**src/rtl/afb_pkg.sv**
```systemverilog
package afb_pkg;

    localparam int unsigned CFG_W     = 9;
    localparam int unsigned CFG_IDX_W = 2;

    localparam logic [CFG_IDX_W-1:0] CFG_COLS = 2'd0;
    localparam logic [CFG_IDX_W-1:0] CFG_ROWS = 2'd1;

    localparam logic [CFG_W-1:0] CFG_DIM_RESET = 9'd256;

    localparam logic [1:0] KIND_RECT  = 2'd0;
    localparam logic [1:0] KIND_CLEAR = 2'd1;
    localparam logic [1:0] KIND_READ  = 2'd2;

    localparam logic [7:0] ALPHA_OPAQUE = 8'hFF;

    typedef struct packed {
        logic [1:0]         kind;
        logic signed [15:0] pos_x;
        logic signed [15:0] pos_y;
        logic signed [15:0] span_w;
        logic signed [15:0] span_h;
        logic [31:0]        paint;
    } t_cmd;

    typedef struct packed {
        logic [31:0] pixel_value;
        logic        inside_res;
    } t_res;

    // Per-cycle memory operation issued by the walker.
    typedef struct packed {
        logic mem_rd;
        logic mem_wr;
        logic is_blend;
        logic is_read;
        logic in_canvas;
    } t_walk_ctl;

    typedef enum logic [2:0] {
        S_IDLE,
        S_SETUP,
        S_BASE,
        S_WALK,
        S_READ
    } t_state;

endpackage

```
**src/rtl/afb_blend.sv**
```systemverilog
module afb_blend #(
    parameter int unsigned AW = 16
) (
    input  logic          i_clk,
    input  logic          i_rst_n,
    input  logic          i_valid,
    input  logic [AW-1:0] i_addr,
    input  logic [31:0]   i_paint,
    input  logic [31:0]   i_bg,
    output logic          o_wr_en,
    output logic [AW-1:0] o_wr_addr,
    output logic [31:0]   o_wr_data,
    output logic          o_pend
);
    import afb_pkg::*;

    logic                 r_val;
    logic [AW-1:0]        r_addr;
    logic [2:0][7:0]      r_f;
    logic [2:0]           r_neg;
    logic [2:0][15:0]     r_prod;

    logic [7:0]           w_inv;
    logic [2:0][7:0]      n_f;
    logic [2:0]           n_neg;
    logic [2:0][15:0]     n_prod;
    logic [31:0]          w_data;

    assign w_inv = ALPHA_OPAQUE - i_paint[7:0];

    // Stage one: per-channel difference magnitude times inverse coverage.
    always_comb begin
        logic [7:0] fg;
        logic [7:0] bg;
        logic [7:0] mag;
        for (int c = 0; c < 3; c++) begin
            fg        = i_paint[8*(c+1) +: 8];
            bg        = i_bg[8*(c+1) +: 8];
            n_neg[c]  = bg < fg;
            mag       = n_neg[c] ? (fg - bg) : (bg - fg);
            n_f[c]    = fg;
            n_prod[c] = 16'(mag) * 16'(w_inv);
        end
    end

    always_ff @(posedge i_clk) begin
        if (!i_rst_n) begin
            r_val <= 1'b0;
        end else begin
            r_val <= i_valid;
        end
    end

    always_ff @(posedge i_clk) begin
        r_addr <= i_addr;
        r_f    <= n_f;
        r_neg  <= n_neg;
        r_prod <= n_prod;
    end

    // Stage two: divide by 255 with the add-and-shift identity, which is exact
    // for every product of two 8-bit values, then apply the signed offset and clamp.
    always_comb begin
        logic [16:0]       t;
        logic [7:0]        q;
        logic signed [9:0] s;
        w_data = '0;
        for (int c = 0; c < 3; c++) begin
            t = 17'(r_prod[c]) + 17'd1 + 17'(r_prod[c] >> 8);
            q = t[15:8];
            s = r_neg[c] ? (signed'(10'(r_f[c])) - signed'(10'(q)))
                         : (signed'(10'(r_f[c])) + signed'(10'(q)));
            if (s < 0) begin
                w_data[8*(c+1) +: 8] = 8'd0;
            end else if (s > 10'sd255) begin
                w_data[8*(c+1) +: 8] = 8'd255;
            end else begin
                w_data[8*(c+1) +: 8] = s[7:0];
            end
        end
    end

    assign o_wr_en   = r_val;
    assign o_wr_addr = r_addr;
    assign o_wr_data = w_data;
    assign o_pend    = r_val;

endmodule

```
**config.mk**
```make
export PLATFORM = sky130hd
export DESIGN_NAME = afb_blend
export DESIGN_NICKNAME = d
export VERILOG_FILES = /design/src/rtl/afb_pkg.sv /design/src/rtl/afb_blend.sv
export SDC_FILE = /design/constraint.sdc
export NUM_CORES = 1
export LEC_CHECK = 0
export BUFFER_PORTS_ARGS = -buffer_cell sky130_fd_sc_hd__buf_2
export CAP_MARGIN = 20
export CORE_MARGIN = 1
export CORE_UTILIZATION = 31
export CTS_CLUSTER_DIAMETER = 200
export DETAILED_ROUTE_END_ITERATION = 8
export PLACE_DENSITY_LB_ADDON = 0.12
export SLEW_MARGIN = 20
export SYNTH_ARGS = -nofsm -noshare
export SYNTH_HDL_FRONTEND = slang
export SYNTH_SLANG_ARGS = --single-unit
```
**constraint.sdc**
```tcl
create_clock -name i_clk -period 7.4 [get_ports i_clk]
set_input_delay 1.11 -clock i_clk [delete_from_list [all_inputs] [get_ports i_clk]]
set_output_delay 1.11 -clock i_clk [all_outputs]
set_load 0.1 [all_outputs]
```
==> results.py <==
metrics = {
    "logic_synthesis": {
        "postSynthAreaPerCell_um2": 8.141,
        "synthArstFlopShare": 0,
        "synth_flop_cell": "dfxtp_1",
        "synth-edff-count": 0,
        "synth_seq_area_share": 0.1274,
        "synth_warnings": 0,
        "syn_area_um2": 14460,
        "ys_ff_latch": 92,
        "yosysUniqueCellTypes": 78,
        "syn-instance-count": 1776,
    },
    "drt": {
        "dr.pass1.iters": 5,
        "wl_per_cell_um": 14.83,
        "via_per_inst": 4.948,
        "final_antenna_net_count": 0,
        "drc": 0,
        "vias": 12265,
        "routed_wl_um": 36770,
        "dr.first_iter.drc_count": 502,
    },
    "timing": {
        "fmax_mhz": 147.0,
        "period_share": 0.9190,
        "relSlewSlack": 0.2354,
        "finalSetupTns_ps": 0,
        "final-setup-viol-count": 0,
        "finalHoldViolCount": 0,
        "finalCriticalPeriod_ps": 6801,
        "worstMarginPinSlew_ps": 1147,
        "rsz0062_at_grt": "false",
        "slew_viol_final": 0,
    },
    "floorplanning": {
        "die_y_um": 218.0,
        "initial_core_util": 0.3165,
        "ios": 133,
        "num_rows": 78,
        "design.die.area_um2": 47500,
        "coreArea_um2": 45670,
        "die_w_um": 218.0,
    },
    "cts": {
        "cts_tree": "yes",
        "clock-sinks": 92,
        "clock_tree.root_cell": "clkbuf_16",
        "cts_buffers": 9,
        "cts_resized": 0,
        "cts_hold_buf": 0,
        "post_cts_buffers": 0,
        "h-tree-depth": 3,
        "clk_path_buf_depth": 2,
        "clk_pin_slew_ps": 70,
    },
    "global_route": {
        "grt_pass1_vias": 12345,
        "overflow": 0,
        "grtUsageTotal": 0.1597,
        "grt_max_degree": 30,
        "grt_antenna_before_repair": 1,
        "grt_pass1_wl_um": 61390,
    },
    "placed_design": {
        "post-dp-hpwl_um": 29850,
        "io_buffers": 116,
        "gp_congestion": 0.8427,
    },
    "finish": {
        "syn_to_final_growth_pct": 11.14,
        "num-nets-final": 2305,
        "drive_above_1_share": 0.1203,
    },
    "critical_path": {
        "end_kind": "register",
        "crit_fanout": 8,
        "required_ps": 7710,
        "startpoint_type": "input port",
        "arrival_ps": 7110,
        "path_delay_family": "adder cells",
        "crit_path_top_delay_cell": "or4b_2",
        "crit_top_cell": "fa_1",
        "critPathBufInv": 7,
        "cp_slowest_stage_delay_ps": 640,
        "path_class": "in -> reg",
    },
    "worst_hold_path": {
        "hold_path.class": "in -> reg",
    },
    "status": {
        "run_status": "finished, final reports clean",
    },
    "job": {
        "drv_cap": 0,
    },
}
metrics by stage:
step	utilization	area [um^2]	cells	setup slack [ps]	hold slack (ps)
floorplan	-	14480	1783	525.8	1138
global placement	0.3448	15750	2463	217.8	1214
detailed placement	0.3448	15750	2463	213.7	1214
CTS	0.3517	16070	2478	611.3	801.8
global route	0.3518	16070	2479	195.7	805.2
finish	0.3518	16070	2479	599.5	835.5
sequential cells by signal, indices dropped and copies added (netlist names):
register,flops
r_neg,3
r_prod,48
r_f,24
o_pend,1
o_wr_addr,16
cell type report:
type / instances / area [um^2]
clock buffer: 9 / 225.2
antenna: 1 / 2.502
timing repair buffer: 159 / 903.4
fill: 4862 / 29610
tap: 600 / 750.7
multi-input combinational: 1351 / 11270
inverter: 261 / 980.9
sequential: 92 / 1842
clock inverter: 6 / 90.09
layout by cell type (no fill, tap or decap), types with 28 or more instances in the layout:
| master | instances |
|---|---|
| inv_1 | 258 |
| xor2_1 | 41 |
| nor3_1 | 55 |
| o211ai_1 | 28 |
| nand2_1 | 68 |
| a21oi_1 | 95 |
| dfxtp_1 | 92 |
| fa_1 | 120 |
| buf_2 | 116 |
| ha_1 | 228 |
| a21o_1 | 29 |
| xnor2_1 | 49 |
| buf_4 | 43 |
| nor2_1 | 214 |
| o21ai_0 | 65 |
synth_stat cells, types with 7 or more instances:
master      n  area share
o21ai_1     7      0.0024
a221oi_1   10      0.0061
xnor2_1    49       0.030
buf_2      14      0.0048
a31oi_1    13      0.0056
nand2_1    68       0.018
o211ai_1   28       0.015
and3_1     10      0.0043
or3_1      20      0.0087
fa_1      120        0.17
a211oi_1   12      0.0062
buf_4      11      0.0057
dfxtp_1    92        0.13
o21a_1     12      0.0062
nor3_1     55       0.019
nand2b_1   25       0.011
nor2b_1    15      0.0065
nor2_1    214       0.056
o21ai_0    65       0.023
or4_1      23       0.012
xor2_1     41       0.025
a21oi_1    95       0.033
mux2i_1    19       0.013
inv_1     258       0.067
o21bai_1    7      0.0036
ha_1      228        0.20
clkbuf_1   42       0.011
nand4_1    20      0.0087
or2_2      23       0.010
nand3_1    21      0.0073
a21o_1     29       0.015
metal layers:
| layer | wire length, um | track usage | up-vias |
|---|---|---|---|
| met5 | 0 | 0 | - |
| met4 | 280 | 0.03217 | 0 |
| met3 | 980 | 0.02134 | 18 |
| met2 | 17980 | 0.2823 | 148 |
| met1 | 17540 | 0.2055 | 5908 |
| li1 | - | - | 6191 |
worst paths after layout:
path / startpoint / endpoint / slack (ps) / cells after the start
max: i_bg[16] / r_prod[31] / 600 / 25
min: i_addr[0] / o_wr_addr[0] / 840 / 1
cells by family (layout without fill, tap and decap cells):
kind of cell | count (synthesis) | in the layout | synth area share
other cells | 1 | 9 | 0.0002594
buf+inv | 340 | 435 | 0.09468
fa+ha+maj | 348 | 348 | 0.3635
mux | 25 | 25 | 0.01783
flops | 92 | 92 | 0.1274
simple gates | 525 | 525 | 0.1771
compound gates | 355 | 355 | 0.1648
xor+xnor | 90 | 90 | 0.05452
Power is left out: the tool's default activity adds up to more than one toggle a clock period on the data nets, which glitch-free logic cannot reach.
