==> src/rtl/afb_pkg.sv <==
package afb_pkg;

    localparam int unsigned CFG_W     = 9;
    localparam int unsigned CFG_IDX_W = 2;

    localparam logic [CFG_IDX_W-1:0] CFG_COLS = 2'd0;
    localparam logic [CFG_IDX_W-1:0] CFG_ROWS = 2'd1;

    localparam logic [CFG_W-1:0] CFG_DIM_RESET = 9'd256;

    localparam logic [1:0] KIND_RECT  = 2'd0;
    localparam logic [1:0] KIND_CLEAR = 2'd1;
    localparam logic [1:0] KIND_READ  = 2'd2;

    localparam logic [7:0] ALPHA_OPAQUE = 8'hFF;

    typedef struct packed {
        logic [1:0]         kind;
        logic signed [15:0] pos_x;
        logic signed [15:0] pos_y;
        logic signed [15:0] span_w;
        logic signed [15:0] span_h;
        logic [31:0]        paint;
    } t_cmd;

    typedef struct packed {
        logic [31:0] pixel_value;
        logic        inside_res;
    } t_res;

    // Per-cycle memory operation issued by the walker.
    typedef struct packed {
        logic mem_rd;
        logic mem_wr;
        logic is_blend;
        logic is_read;
        logic in_canvas;
    } t_walk_ctl;

    typedef enum logic [2:0] {
        S_IDLE,
        S_SETUP,
        S_BASE,
        S_WALK,
        S_READ
    } t_state;

endpackage

==> src/rtl/afb_walk.sv <==
module afb_walk #(
    parameter int unsigned MAX_COLS = 256,
    parameter int unsigned MAX_ROWS = 256,
    localparam int unsigned DEPTH = MAX_COLS * MAX_ROWS,
    localparam int unsigned AW    = (DEPTH > 1) ? $clog2(DEPTH) : 1,
    localparam int unsigned CDW   = $clog2(MAX_COLS + 1),
    localparam int unsigned RDW   = $clog2(MAX_ROWS + 1)
) (
    input  logic                i_clk,
    input  logic                i_rst_n,
    input  logic                i_go,
    input  afb_pkg::t_cmd       i_cmd,
    input  logic [CDW-1:0]      i_cols,
    input  logic [RDW-1:0]      i_rows,
    output afb_pkg::t_walk_ctl  o_ctl,
    output logic [AW-1:0]       o_addr,
    output logic [31:0]         o_paint,
    output logic                o_busy
);
    import afb_pkg::*;

    localparam int unsigned PW = CDW + RDW;

    t_state          r_state, n_state;
    t_cmd            r_cmd, n_cmd;
    logic [CDW-1:0]  r_px, n_px;
    logic [CDW-1:0]  r_x0, n_x0;
    logic [CDW-1:0]  r_x1, n_x1;
    logic [RDW-1:0]  r_py, n_py;
    logic [RDW-1:0]  r_y1, n_y1;
    logic [AW-1:0]   r_base, n_base;
    logic            r_inside, n_inside;

    logic [PW-1:0]      w_prod;
    logic signed [17:0] w_cols_s, w_rows_s;
    logic signed [17:0] w_x0, w_x1, w_y0, w_y1;
    logic signed [17:0] w_x0c, w_x1c, w_y0c, w_y1c;
    logic signed [17:0] w_px_s, w_py_s;

    assign w_prod   = PW'(r_py) * PW'(i_cols);
    assign w_cols_s = signed'(18'(i_cols));
    assign w_rows_s = signed'(18'(i_rows));
    assign w_px_s   = 18'(r_cmd.pos_x);
    assign w_py_s   = 18'(r_cmd.pos_y);

    // Normalize a signed span to a half-open interval, then clip it.
    always_comb begin
        if (r_cmd.kind == KIND_CLEAR) begin
            w_x0 = '0;
            w_x1 = w_cols_s;
            w_y0 = '0;
            w_y1 = w_rows_s;
        end else begin
            w_x0 = (r_cmd.span_w > 0) ? w_px_s : w_px_s + 18'(r_cmd.span_w);
            w_y0 = (r_cmd.span_h > 0) ? w_py_s : w_py_s + 18'(r_cmd.span_h);
            w_x1 = w_x0 + ((r_cmd.span_w < 0) ? -18'(r_cmd.span_w) : 18'(r_cmd.span_w));
            w_y1 = w_y0 + ((r_cmd.span_h < 0) ? -18'(r_cmd.span_h) : 18'(r_cmd.span_h));
        end
        w_x0c = (w_x0 < 0) ? '0 : w_x0;
        w_y0c = (w_y0 < 0) ? '0 : w_y0;
        w_x1c = (w_x1 > w_cols_s) ? w_cols_s : w_x1;
        w_y1c = (w_y1 > w_rows_s) ? w_rows_s : w_y1;
    end

    always_comb begin
        n_state  = r_state;
        n_cmd    = r_cmd;
        n_px     = r_px;
        n_x0     = r_x0;
        n_x1     = r_x1;
        n_py     = r_py;
        n_y1     = r_y1;
        n_base   = r_base;
        n_inside = r_inside;
        o_ctl    = '0;
        case (r_state)
            S_IDLE: begin
                if (i_go) begin
                    n_cmd = i_cmd;
                    if (i_cmd.kind inside {KIND_RECT, KIND_CLEAR, KIND_READ}) begin
                        n_state = S_SETUP;
                    end
                end
            end
            S_SETUP: begin
                if (r_cmd.kind == KIND_READ) begin
                    n_px     = CDW'(r_cmd.pos_x);
                    n_py     = RDW'(r_cmd.pos_y);
                    n_inside = (w_px_s >= 0) && (w_py_s >= 0) &&
                               (w_px_s < w_cols_s) && (w_py_s < w_rows_s);
                    n_state  = S_BASE;
                end else if ((w_x0c >= w_x1c) || (w_y0c >= w_y1c)) begin
                    n_state = S_IDLE;
                end else begin
                    n_x0    = CDW'(w_x0c);
                    n_px    = CDW'(w_x0c);
                    n_x1    = CDW'(w_x1c);
                    n_py    = RDW'(w_y0c);
                    n_y1    = RDW'(w_y1c);
                    n_state = S_BASE;
                end
            end
            S_BASE: begin
                n_base  = w_prod[AW-1:0];
                n_state = (r_cmd.kind == KIND_READ) ? S_READ : S_WALK;
            end
            S_READ: begin
                o_ctl.mem_rd    = r_inside;
                o_ctl.is_read   = 1'b1;
                o_ctl.in_canvas = r_inside;
                n_state         = S_IDLE;
            end
            S_WALK: begin
                if (r_cmd.kind == KIND_CLEAR) begin
                    o_ctl.mem_wr = 1'b1;
                end else begin
                    o_ctl.mem_rd   = 1'b1;
                    o_ctl.is_blend = 1'b1;
                end
                if ((r_px + CDW'(1)) == r_x1) begin
                    n_px = r_x0;
                    if ((r_py + RDW'(1)) == r_y1) begin
                        n_state = S_IDLE;
                    end else begin
                        n_py   = r_py + RDW'(1);
                        n_base = r_base + AW'(i_cols);
                    end
                end else begin
                    n_px = r_px + CDW'(1);
                end
            end
            default: begin
                n_state = S_IDLE;
            end
        endcase
    end

    always_ff @(posedge i_clk) begin
        if (!i_rst_n) begin
            r_state <= S_IDLE;
        end else begin
            r_state <= n_state;
        end
    end

    always_ff @(posedge i_clk) begin
        r_cmd    <= n_cmd;
        r_px     <= n_px;
        r_x0     <= n_x0;
        r_x1     <= n_x1;
        r_py     <= n_py;
        r_y1     <= n_y1;
        r_base   <= n_base;
        r_inside <= n_inside;
    end

    assign o_addr  = r_base + AW'(r_px);
    assign o_paint = r_cmd.paint;
    assign o_busy  = (r_state != S_IDLE);

    a_walk_in_bounds: assert property (@(posedge i_clk) disable iff (!i_rst_n)
        (r_state == S_WALK) |-> ((r_px < r_x1) && (r_py < r_y1)))
        else $error("walker position left the clipped rectangle");

    a_read_after_base: assert property (@(posedge i_clk) disable iff (!i_rst_n)
        (r_state == S_READ) |-> ($past(r_state) == S_BASE))
        else $error("pixel read issued without a row base");

endmodule

==> config.mk <==
export PLATFORM = sky130hd
export DESIGN_NAME = afb_walk
export DESIGN_NICKNAME = d
export VERILOG_FILES = /design/src/rtl/afb_pkg.sv /design/src/rtl/afb_walk.sv
export SDC_FILE = /design/constraint.sdc
export NUM_CORES = 1
export LEC_CHECK = 0
export ABC_AREA = 1
export CAP_MARGIN = 30
export CORE_ASPECT_RATIO = 1.1
export CORE_MARGIN = 2
export CORE_UTILIZATION = 30
export CTS_CLUSTER_DIAMETER = 80
export DETAILED_ROUTE_END_ITERATION = 6
export DONT_BUFFER_PORTS = 1
export SETUP_SLACK_MARGIN = 0.15
export SLEW_MARGIN = 40
export SYNTH_ARGS = -nofsm -noshare
export SYNTH_HDL_FRONTEND = slang
export SYNTH_SLANG_ARGS = --single-unit
export TNS_END_PERCENT = 5
==> constraint.sdc <==
create_clock -name i_clk -period 17.05 [get_ports i_clk]
set_input_delay 1.705 -clock i_clk [delete_from_list [all_inputs] [get_ports i_clk]]
set_output_delay 1.705 -clock i_clk [all_outputs]
set_load 0.02 [all_outputs]
==> results of run 1 <==
-- layout make-up --
class | count | area, um^2 | area share
multi-input combinational | 1589 | 10130 | 0.5637
sequential | 163 | 4865 | 0.2708
inverter | 372 | 1398 | 0.07779
tap | 744 | 930.9 | 0.05181
clock buffer | 18 | 429.2 | 0.02389
clock inverter | 14 | 150.1 | 0.008357
timing repair buffer | 8 | 63.81 | 0.003552
antenna | 1 | 2.502 | 0.0001393
-- how the worst max path moves through the flow --
stage                        endpoint  slack (ps)  depth (start not counted)
floorplan           r_x0[0]$_DFFE_PP_       10100                         41
global placement    r_py[0]$_DFFE_PP_        9540                         44
detailed placement  r_x1[6]$_DFFE_PP_        9470                         45
CTS                 r_x1[7]$_DFFE_PP_        9440                         45
global route        r_x1[2]$_DFFE_PP_        8570                         49
finish              r_x1[7]$_DFFE_PP_        9470                         48
-- state kept, by name, summed over array words and instances (netlist names) --
signal / flops
r_x0: 9
r_y1: 9
r_inside: 1
r_state: 3
r_x1: 9
o_paint: 32
r_base: 16
r_px: 9
r_py: 9
r_cmd: 66
-- per-stage QoR --
stage	setup slack [ps]	hold slack, ps	std cells
2_1_floorplan	10100	522.7	2205
3_3_place_gp	9537	552.3	2876
3_5_place_dp	9466	569.2	2876
4_1_cts	9443	584.9	2908
5_1_grt	8570	593.0	2909
6_report	9474	580.3	2909
-- layer usage --
| metal | vias to the layer above | global-route usage | wire length, um |
|---|---|---|---|
| li1 | 7070 | - | - |
| met1 | 6555 | 0.2085 | 21400 |
| met2 | 385 | 0.2761 | 21880 |
| met3 | 77 | 0.03277 | 2564 |
| met4 | 2 | 0.06710 | 1446 |
| met5 | - | 0 | 11 |
-- synthesized netlist by cell type (3+ instances only) --
cell type | n | area (um^2)
sky130_fd_sc_hd__a211oi_1 | 3 | 22.52
sky130_fd_sc_hd__a21o_1 | 7 | 52.55
sky130_fd_sc_hd__a21oi_1 | 121 | 605.6
sky130_fd_sc_hd__a31oi_1 | 13 | 81.33
sky130_fd_sc_hd__buf_1 | 3 | 11.26
sky130_fd_sc_hd__buf_2 | 8 | 40.04
sky130_fd_sc_hd__buf_4 | 36 | 270.3
sky130_fd_sc_hd__buf_6 | 6 | 67.56
sky130_fd_sc_hd__clkbuf_1 | 26 | 97.59
sky130_fd_sc_hd__dfxtp_1 | 3 | 60.06
sky130_fd_sc_hd__edfxtp_1 | 160 | 4805
sky130_fd_sc_hd__fa_1 | 55 | 1101
sky130_fd_sc_hd__ha_1 | 185 | 2315
sky130_fd_sc_hd__inv_1 | 364 | 1366
sky130_fd_sc_hd__inv_2 | 7 | 26.28
sky130_fd_sc_hd__nand2_1 | 548 | 2057
sky130_fd_sc_hd__nand2_2 | 9 | 56.30
sky130_fd_sc_hd__nand3_1 | 110 | 550.5
sky130_fd_sc_hd__nand3_2 | 3 | 30.03
sky130_fd_sc_hd__nand3b_1 | 6 | 45.04
sky130_fd_sc_hd__nand4_1 | 27 | 168.9
sky130_fd_sc_hd__nor2_1 | 132 | 495.5
sky130_fd_sc_hd__nor2_2 | 5 | 31.28
sky130_fd_sc_hd__nor3_1 | 24 | 120.1
sky130_fd_sc_hd__nor3_2 | 3 | 30.03
sky130_fd_sc_hd__nor4_1 | 9 | 56.30
sky130_fd_sc_hd__o211ai_1 | 12 | 90.09
sky130_fd_sc_hd__o21a_1 | 15 | 112.6
sky130_fd_sc_hd__o21ai_0 | 127 | 635.6
sky130_fd_sc_hd__o21ai_1 | 9 | 45.04
sky130_fd_sc_hd__o21ai_2 | 8 | 70.07
sky130_fd_sc_hd__o21bai_1 | 6 | 45.04
sky130_fd_sc_hd__o22ai_1 | 4 | 25.02
sky130_fd_sc_hd__o31ai_1 | 4 | 30.03
sky130_fd_sc_hd__or2_2 | 15 | 93.84
sky130_fd_sc_hd__xnor2_1 | 34 | 297.8
sky130_fd_sc_hd__xor2_1 | 65 | 569.3
-- worst max-delay path, delay by kind of cell, from the launching register on --
family / cells / cell delay, ps
simple gates: 28 / 3450
fa+ha+maj: 4 / 1210
compound gates: 8 / 1010
flops: 1 / 480
buf+inv: 8 / 1070
-- cell families (layout without fill, tap and decap cells) --
kind of cell,after synthesis,in the layout,synth area share
compound gates,342,342,0.1154
xor+xnor,99,99,0.05135
fa+ha+maj,240,240,0.2023
buf+inv,453,412,0.1137
flops,163,163,0.2881
mux,2,2,0.001185
other cells,1,3,0.0002221
simple gates,904,904,0.2279
==> impl_results.md, run 1 <==
- Worst hold path class: reg -> reg
- MaxCap Viol Count: 0
- Net count reported at finish: ~2500
- Global-route wire length before repair: 75350 um
- Setup slack, reg-to-reg: 9470 ps
- Number of H-tree levels: 4
- Status: finished clean
- Number of antenna violations at the first check in global routing: 4
- Critical register-to-register path startpoint: r_cmd[32]$_DFFE_PP_
- Post-synthesis area per instance: 7.662 um^2
- Largest stage delay, worst path: about 480 ps
- Unrepaired setup endpoints after global routing: false
- Number of cells traversed by the worst register-to-register path: 48
- Routed via count: 14090
- Via count of the first global-routing pass: about 14000
- EDFF count, synth: 160
- Total of warnings raised by yosys: 0
- Proportion of synthesized chip area in sequential cells: 0.2881
- Standard-cell row count: between 90 and 100
- Count of hold buffers inserted by post-cts repair: 0
- Hold Startpoint: r_x0[8]$_DFFE_PP_
- Pin count of the biggest net entering global routing: 77
- Final setup fails: 0
- Global placement routability congestion: 0.9263
- Crit path time final: 7576 ps
- Number of max-slew violations in the final report: 0
- Fmax: 132.0 MHz
- WP data arrival: 7730 ps
- Commonest register cell after synthesis: sky130_fd_sc_hd__edfxtp_1
- Cell area after synthesis: 0.01689 mm^2
- Fin Setup TNS: 0 ps
- Total routing usage reported by global routing: 0.1652
- Post-CTS Setup Bufs: 0
- Post-layout utilization of the core: 0.3214
- Share of cells above drive strength 1: 0.04713
- Clock Tree Buf Depth: 2
- Most frequent standard cell in the layout excluding fill and tap cells: sky130_fd_sc_hd__nand2_1
- Clock network latency to the later pin of the worst-skew pair: 470 ps
- Count of unique library cells instantiated by Yosys: 61
- Req. time, crit path: 17200 ps
- CTS Buf Count: 17
- Placed Area: around 0.017 mm^2
- Final Hold Viols: 0
- Crit Reg-Reg Endpoint: r_x1[7]$_DFFE_PP_
- Total grt overflow: 0
- Height of the chip: around 250 um
- Top cell by count, worst path: sky130_fd_sc_hd__nand2_1
- Register bit count reported by yosys: 163
- Synthesized instance count: 2204
- Startpoint of the most critical setup path: r_cmd[32]$_DFFE_PP_
- Number of DRC markers in iteration 0: around 990
- Pre-Repair DR Iteration Count: 6
- Count of fill cells added during filler insertion: between 5000 and 6000
- Most frequent cells in the layout: sky130_fd_sc_hd__nand2_1 (548), sky130_fd_sc_hd__inv_1 (364), sky130_fd_sc_hd__ha_1 (185)
- Hold path endpoint: r_px[8]$_DFFE_PP_
- Number of buffers inserted by port buffering: 0
- Startpoint type of the worst setup path: register
- Worst hold path depth: 2
- Clock tree from TritonCTS: yes
- Post-route design area: 0.01797 mm^2
- Ratio of routed vias to standard cells: 4.843
- Period utilization: 0.4444
- Core outline area: 0.05590 mm^2
- DRC violations left: 0
- Final ANT Viol Nets: 0
- P&R area growth vs syn: 6.387%
- Clock edge transition at the registers on the reported setup and hold paths: 70 ps
- CP max stage cell: sky130_fd_sc_hd__edfxtp_1
- Proportion of register bits with asynchronous set or reset after synthesis: 0
- Transition time of the tightest slew-check pin: 871.8 ps
- Area of the die: 0.05821 mm^2
- Slew HR: 0.4135
- Die W: 230.2 um
- Total clock sinks: roughly 160
- Worst Skew: 9.872 ps
- Routed wire length per instance: 16.26 um
- Initial cell density of the core: 0.3021
- HPWL after DPL: slightly below 40000 um
- Critical path peak fanout: 24
- Quantity of gates resized following cts: 0
- Buffer type at the clock tree root: sky130_fd_sc_hd__clkbuf_16
- Boundary pin count: 173
- Overall routed net length: 47300 um
- Critical setup path kind: reg -> reg
- Crit path capture type: register
Power of run 1 is left out: the tool's default activity adds up to more than one toggle a clock period on the data nets, which glitch-free logic cannot reach.
==> run 2: changes to the inputs <==
Settings changed: ABC_AREA 1 to 0.
Clock period 17.05 ns to 6.18 ns, I/O delays scaled along.
==> run 2 against run 1 <==
Effect of this change: the flow now finishes with violations (negative setup slack); sequential share of layout area down 2.6 points; register-to-register slack got worse by 11000 ps; wire length fell by 2.5%; critical endpoint is now r_py[1]$_DFFE_PP_; synthesized area fell by 3.6%; die area decreased by 3.5%; worst hold slack got worse by 360 ps; flip-flop and latch count unchanged; global-route usage is 0.059 points higher; cell count fell by 6.7%.
==> impl_results.md, run 2 <==
- Boundary pin count: 173 (unchanged)
- Library cell with the highest instance count after synthesis: sky130_fd_sc_hd__ha_1
- Proportion of register bits with asynchronous set or reset after synthesis: 0 (unchanged)
- Status: finished with violations
- Largest area contributor in the synthesized netlist: sky130_fd_sc_hd__edfxtp_1
- Pre-Repair DR Iteration Count: 4 (-2)
- Post-synth top area share: 0.2951 (+0.01060)
- CTS Buf Count: 17 (unchanged)
- Crit path time final: 7248 ps (-328.8 ps)
- Top register by number of flip-flops: r_cmd
- Die W: 226.1 um (-1.8%)
- Top cell by count, worst path: sky130_fd_sc_hd__a21o_1
- Core outline area: 0.05367 mm^2 (-4.0%)
- Req. time, crit path: 6380 ps (-10820 ps)
- Routed wire length per instance: 17.00 um (+4.6%)
- Number of antenna violations at the first check in global routing: 1 (-3)
- Comb pwr share: 0.711
- Number of buffers inserted by port buffering: 0 (unchanged)
- Count of inserted antenna diode cells: 0 (-1)
- Count of hold buffers inserted by post-cts repair: 0 (unchanged)
- Total clock sinks: 163 (unchanged)
- Proportion of synthesized chip area in sequential cells: 0.2988 (+0.01074)
- Cell area after synthesis: 0.01628 mm^2 (-3.6%)
- Total grt overflow: 0 (unchanged)
- Number of DRC markers in iteration 0: 717 (-28%)
- Setup slack, reg-to-reg: -1070 ps (-10540 ps)
- DRC violations left: 0 (unchanged)
- Unrepaired setup endpoints after global routing: true
- Power Internal: 5.793 mW
- Routed via count: 13350 (-5.2%)
- Initial cell density of the core: 0.3033 (+0.001249)
- Number of H-tree levels: 4 (unchanged)
- Total routing usage reported by global routing: 0.1658 (+0.0005881)
- Violations in the final reports: negative setup slack
- Commonest register cell after synthesis: sky130_fd_sc_hd__edfxtp_1
- EDFF count, synth: 160 (unchanged)
- Post-route design area: 0.01984 mm^2 (+10%)
- Clock network latency to the later pin of the worst-skew pair: 490 ps (+20 ps)
- Power share of the clock group: 0.105
- Fmax: 138.0 MHz (+4.5%)
- Leakage power: approximately 8.6 nW
- Register share of total power: 0.184
- Register bit count reported by yosys: 163 (unchanged)
- Slew HR: 0.4959 (+0.08248)
- Global placement routability congestion: 0.9105 (-1.7%)
- Startpoint type of the worst setup path: register
- Most frequent standard cell in the layout excluding fill and tap cells: sky130_fd_sc_hd__buf_4
- Crit path capture type: register
- Worst vdd rail ir drop: 267.9 uV
- Net count reported at finish: 2331 (-7.1%)
- Ratio of routed vias to standard cells: 4.922 (+1.6%)
- WP data arrival: 7440 ps (-290 ps)
- P&R area growth vs syn: 21.88%
- Most frequent cells in the layout: sky130_fd_sc_hd__buf_4 (296), sky130_fd_sc_hd__nand2_1 (179), sky130_fd_sc_hd__ha_1 (179)
- Placed Area: 0.01906 mm^2 (+9.7%)
- Switching part of the total: 0.4387
- Pin count of the biggest net entering global routing: 60 (-22%)
- Final-layout worst hold slack: 215.4 ps (-365.0 ps)
- Worst hold path class: in -> reg
- Count of fill cells added during filler insertion: 5475 (-6.6%)
- Net switching power of the design: around 4.5 mW
- Area of the die: 0.05615 mm^2 (-3.5%)
- CP max stage cell: sky130_fd_sc_hd__or4_4
- P per Cell Area: 520.1 mW/mm^2
- Final ANT Viol Nets: 0 (unchanged)
- Overall routed net length: 46130 um (-2.5%)
- Buffer type at the clock tree root: sky130_fd_sc_hd__clkbuf_16
- Number of max-slew violations in the final report: 0 (unchanged)
- Transition time of the tightest slew-check pin: 756.1 ps (-115.7 ps)
- Clock Tree Buf Depth: 2 (unchanged)
- Count of unique library cells instantiated by Yosys: 88 (+44%)
- Critical setup path kind: reg -> reg
- Final setup fails: 46 (+46)
- Post-synthesis area per instance: 9.341 um^2 (+22%)
- Clock edge transition at the registers on the reported setup and hold paths: 70 ps (about the same)
- Synthesized instance count: 1743 (-21%)
- Period utilization: 1.173 (+0.7284)
- Height of the chip: 248.3 um (-1.8%)
- Largest stage delay, worst path: 580 ps (+100 ps)
- Clock tree from TritonCTS: yes
- Critical path peak fanout: 9 (-63%)
- HPWL after DPL: 38310 um (-1.1%)
- Total of warnings raised by yosys: 0 (unchanged)
- Synth cell count leaders: sky130_fd_sc_hd__ha_1 (185), sky130_fd_sc_hd__nand2_1 (180), sky130_fd_sc_hd__edfxtp_1 (160)
- Worst Skew: 19.96 ps (+10.08 ps)
- Synth top area cells: sky130_fd_sc_hd__edfxtp_1 (30%), sky130_fd_sc_hd__ha_1 (14%), sky130_fd_sc_hd__fa_1 (6.8%)
- MaxCap Viol Count: 0 (unchanged)
- Final Hold Viols: 0 (unchanged)
- Share of cells above drive strength 1: 0.2161 (+0.1690)
- Via count of the first global-routing pass: 13200 (-6.8%)
- Final setup margin: -1068 ps (-10540 ps)
- Standard-cell row count: 89 (-2.2%)
- Global-route wire length before repair: 71080 um (-5.7%)
- Flip-flop count of the largest register, all copies and words added: 66 (unchanged)
[run 2: cell count changes after synthesis, moves of 19 or more]
cell                       before  now
sky130_fd_sc_hd__and2_1         2   32
sky130_fd_sc_hd__a21oi_1      121  102
sky130_fd_sc_hd__nand2b_1       0   24
sky130_fd_sc_hd__nor2_1       132   94
sky130_fd_sc_hd__o21ai_0      127   95
sky130_fd_sc_hd__mux2i_1        2   30
sky130_fd_sc_hd__nand2_1      548  180
sky130_fd_sc_hd__nor2b_1        0   36
sky130_fd_sc_hd__a21o_1         7   47
sky130_fd_sc_hd__clkbuf_1      26   51
sky130_fd_sc_hd__xor2_1        65   45
sky130_fd_sc_hd__nand3_1      110   41
sky130_fd_sc_hd__inv_1        364  129
sky130_fd_sc_hd__xnor2_1       34   95
[run 2: worst max-delay path: cells and delay by family, from the launching register on]
kind / cells / cell delay (ps)
buf+inv: 3 / 350
mux: 2 / 390
fa+ha+maj: 4 / 1110
xor+xnor: 1 / 160
simple gates: 6 / 1200
flops: 1 / 390
compound gates: 18 / 3340
[run 2: cells by family after synthesis]
group,count (synthesis),share of synthesized area
buffers and inverters,221,0.06040
xor gates and xnor gates,142,0.07816
AOI/OAI and AO/OA,398,0.1592
muxes,50,0.03274
DFF,163,0.2988
other,1,0.0002303
and+or+nand+nor,528,0.1607
adders and majority gates,240,0.2098
[run 2: through the flow]
stage               cells  utilization  TNS, ps  setup slack, ps  power [mW]
finish               2713       0.3697   -44510            -1068       10.32
CTS                  2711       0.3675   -46540            -1128       10.29
global route         2713       0.3697   -61070            -1433       11.32
global placement     2676       0.3549   -39290           -962.5       8.965
detailed placement   2676       0.3552   -51220            -1232       9.080
floorplan            1744            -   -35270           -811.2       6.772
[run 2: routing by layer]
layer | vias up | global-route usage | wire length [um]
li1 | 6665 | - | -
met1 | 6303 | 0.2132 | 20940
met2 | 328 | 0.2753 | 21670
met3 | 57 | 0.03468 | 2424
met4 | 0 | 0.05902 | 1104
met5 | - | 0 | 0
[run 2: cell type report]
| cell class | instances | area [um^2] | area share |
|---|---|---|---|
| Multi-Input combinational cell | 1360 | 10680 | 0.5381 |
| Sequential cell | 163 | 4865 | 0.2452 |
| Timing Repair Buffer | 301 | 2313 | 0.1166 |
| Tap cell | 728 | 910.9 | 0.04590 |
| Inverter | 129 | 484.2 | 0.02440 |
| Clock buffer | 17 | 425.4 | 0.02144 |
| Clock inverter | 15 | 167.7 | 0.008449 |
[run 2: repair_timing]
item / 4_1_cts / 5_1_grt
pin swaps: 5 / 15
setup endpoints to repair: 46 / 55
resized for setup: 12 / 23
buffers inserted: 3 / 2
[run 2: power by group through the flow]
| stage | Combinational, mW | Sequential, mW | Clock, mW |
|---|---|---|---|
| global route | 8.24 | 1.92 | 1.17 |
| finish | 7.34 | 1.89 | 1.09 |
| detailed placement | 7.16 | 1.92 | 0 |
| CTS | 7.27 | 1.90 | 1.13 |
| floorplan | 4.98 | 1.79 | 0 |
| global placement | 7.05 | 1.91 | 0 |
[run 2: worst paths after layout]
kind                                              start                 endpoint  cells past startpoint
worst max-delay path                r_cmd[57]$_DFFE_PP_        r_py[1]$_DFFE_PP_                     34
worst min-delay path                          i_cmd[15]    o_paint[15]$_DFFE_PP_                      0
worst max register to register      r_cmd[57]$_DFFE_PP_        r_py[1]$_DFFE_PP_                     34
worst min register to register  r_state[2]$_SDFFE_PN0P_  r_state[0]$_SDFFE_PN0P_                      1
(Power assumes the default switching activity.)
==> run 3: changes to the inputs <==
Settings changed: SKIP_CTS_REPAIR_TIMING set to 1.
==> run 3 against run 2 <==
Effect of this change: setup slack gained 3.8 ps; the run still ends with negative setup slack left; clock skew shrank 2.3 ps; count of clock-buffer cells in the layout is the same; design area shrank 0.21%; maximum frequency is essentially flat; worst hold slack gained 1.0 ps; wire length shrank 0.22%; sequential share of layout area grew 0.051 points; first-iteration DRC count shrank 6.7%; register-to-register slack is essentially flat.
==> impl_results.md, run 3 (synthesized netlist as in run 2, its figures left out) <==
- Routed wire length per instance: 16.98 um (-0.15%)
- Net count reported at finish: 2329 (-0.086%)
- Flip-flop count of the largest register, all copies and words added: 66 (unchanged)
- Final ANT Viol Nets: 0 (unchanged)
- Global placement routability congestion: 0.9105 (unchanged)
- Transition time of the tightest slew-check pin: 756.2 ps (+0.1019 ps)
- Total stage count of the critical path: 34 (unchanged)
- Number of cells after detailed placement: 2676 (unchanged)
- CTS Buf Count: 17 (unchanged)
- Worst hold path class: in -> reg
- Setup Slack @ Placement: -1232 ps (unchanged)
- P&R area growth vs syn: 21.63%
- Total clock sinks: 163 (unchanged)
- Fmax: 138.1 MHz (about the same)
- Pin count of the biggest net entering global routing: 60 (unchanged)
- Number of DRC markers in iteration 0: 669 (-6.7%)
- WP data arrival: 7440 ps (about the same)
- Area of the die: 0.05615 mm^2 (unchanged)
- Top register by number of flip-flops: r_cmd
- Buffer type at the clock tree root: sky130_fd_sc_hd__clkbuf_16
- Post-layout utilization of the core: 0.3689 (-0.0007690)
- Number of max-slew violations in the final report: 0 (unchanged)
- Total routing usage reported by global routing: 0.1656 (-0.0001818)
- Kind of cell with the highest combined delay on the critical path: compound AO/OA/AOI/OAI gates
- Initial cell density of the core: 0.3033 (unchanged)
- Die W: 226.1 um (unchanged)
- Total routed wire length on the met1 layer: 21060 um (+0.60%)
- Via count of the first global-routing pass: 13170 (-0.29%)
- Clock tree from TritonCTS: yes
- Req. time, crit path: 6380 ps (about the same)
- HPWL after DPL: 38310 um (unchanged)
- Routed via count: 13340 (-0.12%)
- Critical path peak fanout: 9 (unchanged)
- Most frequent standard cell in the layout excluding fill and tap cells: sky130_fd_sc_hd__buf_4
- Height of the chip: 248.3 um (unchanged)
- Clock edge transition at the registers on the reported setup and hold paths: 70 ps (about the same)
- Clock network latency to the later pin of the worst-skew pair: 490 ps (about the same)
- Leakage power: 8.604 nW (-0.25%)
- Routed wl met2: 21610 um (-0.29%)
- Post-route design area: 0.01980 mm^2 (-0.21%)
- Top routing layer in use: met4
- Final setup margin: -1064 ps (+3.840 ps)
- Worst hold path depth: 0 (unchanged)
- Final Hold Viols: 0 (unchanged)
- Final setup fails: 46 (unchanged)
- Status: finished with violations
- Count of inserted antenna diode cells: 0 (unchanged)
- Unrepaired setup endpoints after global routing: true
- Period utilization: 1.172 (about the same)
- Critical setup path kind: reg -> reg
- Placed Area: 0.01906 mm^2 (unchanged)
- Share of cells above drive strength 1: 0.2133 (-0.002808)
- Slew HR: 0.4959 (about the same)
- Number of buffers inserted by port buffering: 0 (unchanged)
- Core outline area: 0.05367 mm^2 (unchanged)
- Largest stage delay, worst path: 580 ps (about the same)
- Worst Path Buf+Inv: 4 (+1)
- Worst vdd rail ir drop: 267.8 uV (about the same)
- Number of H-tree levels: 4 (unchanged)
- Clock Tree Buf Depth: 2 (unchanged)
- Non-filler cells in the finished layout: 2711 (-0.074%)
- Worst Skew: 17.65 ps (-2.307 ps)
- Total grt overflow: 0 (unchanged)
- Crit path time final: 7244 ps (-3.840 ps)
- Pre-Repair DR Iteration Count: 5 (+1)
- Startpoint type of the worst setup path: register
- Global-route wire length before repair: 70970 um (-0.16%)
- MaxCap Viol Count: 0 (unchanged)
- Wire length on met3: 2310 um (-4.7%)
- Crit path capture type: register
- CP max stage cell: sky130_fd_sc_hd__or4_4
- Ratio of routed vias to standard cells: 4.920 (about the same)
- Most frequent cells in the layout: sky130_fd_sc_hd__buf_4 (293), sky130_fd_sc_hd__ha_1 (180), sky130_fd_sc_hd__nand2_1 (179)
- Number of antenna violations at the first check in global routing: 1 (unchanged)
- Boundary pin count: 173 (unchanged)
- Standard-cell row count: 89 (unchanged)
- DRC violations left: 0 (unchanged)
- Overall routed net length: 46030 um (-0.22%)
- Number of cells traversed by the worst register-to-register path: 34 (unchanged)
- Violations in the final reports: negative setup slack
- P per Cell Area: 519.3 mW/mm^2 (-0.14%)
==> run 3: final timing paths <==
path / slack [ps] / end / startpoint
max: -1060 / r_py[1]$_DFFE_PP_ / r_cmd[57]$_DFFE_PP_
min: 220 / o_paint[15]$_DFFE_PP_ / i_cmd[15]
max reg2reg: -1060 / r_py[1]$_DFFE_PP_ / r_cmd[57]$_DFFE_PP_
min reg2reg: 570 / r_state[0]$_SDFFE_PN0P_ / r_state[2]$_SDFFE_PN0P_
==> run 3: final cells by class <==
cell class,count,area [um^2]
inverters,129,484.2
clock inverters,15,167.7
clock buffers,17,425.4
flip-flops and latches,163,4865
fillers,5464,33870
well taps,728,910.9
multi-input cells,1360,10650
repair buffers,299,2302
==> run 3: where the power goes <==
part	switching (mW)	internal [mW]
registers	0.256	1.64
logic	3.76	3.53
clock network	0.485	0.603
==> run 3: metrics by stage <==
step                power [mW]  hold WS (ps)  setup TNS [ps]
global route             11.29         179.1          -61020
global placement         8.965         516.1          -39290
CTS                      10.23         176.1          -52790
detailed placement       9.080         538.5          -51220
finish                   10.28         216.4          -43700
floorplan                6.772         472.7          -35270
==> run 3: per-layer routing <==
| layer | up-vias | GRT usage |
|---|---|---|
| met5 | - | 0 |
| met2 | 305 | 0.2757 |
| met4 | 0 | 0.05689 |
| met1 | 6317 | 0.2131 |
| li1 | 6663 | - |
| met3 | 52 | 0.03480 |
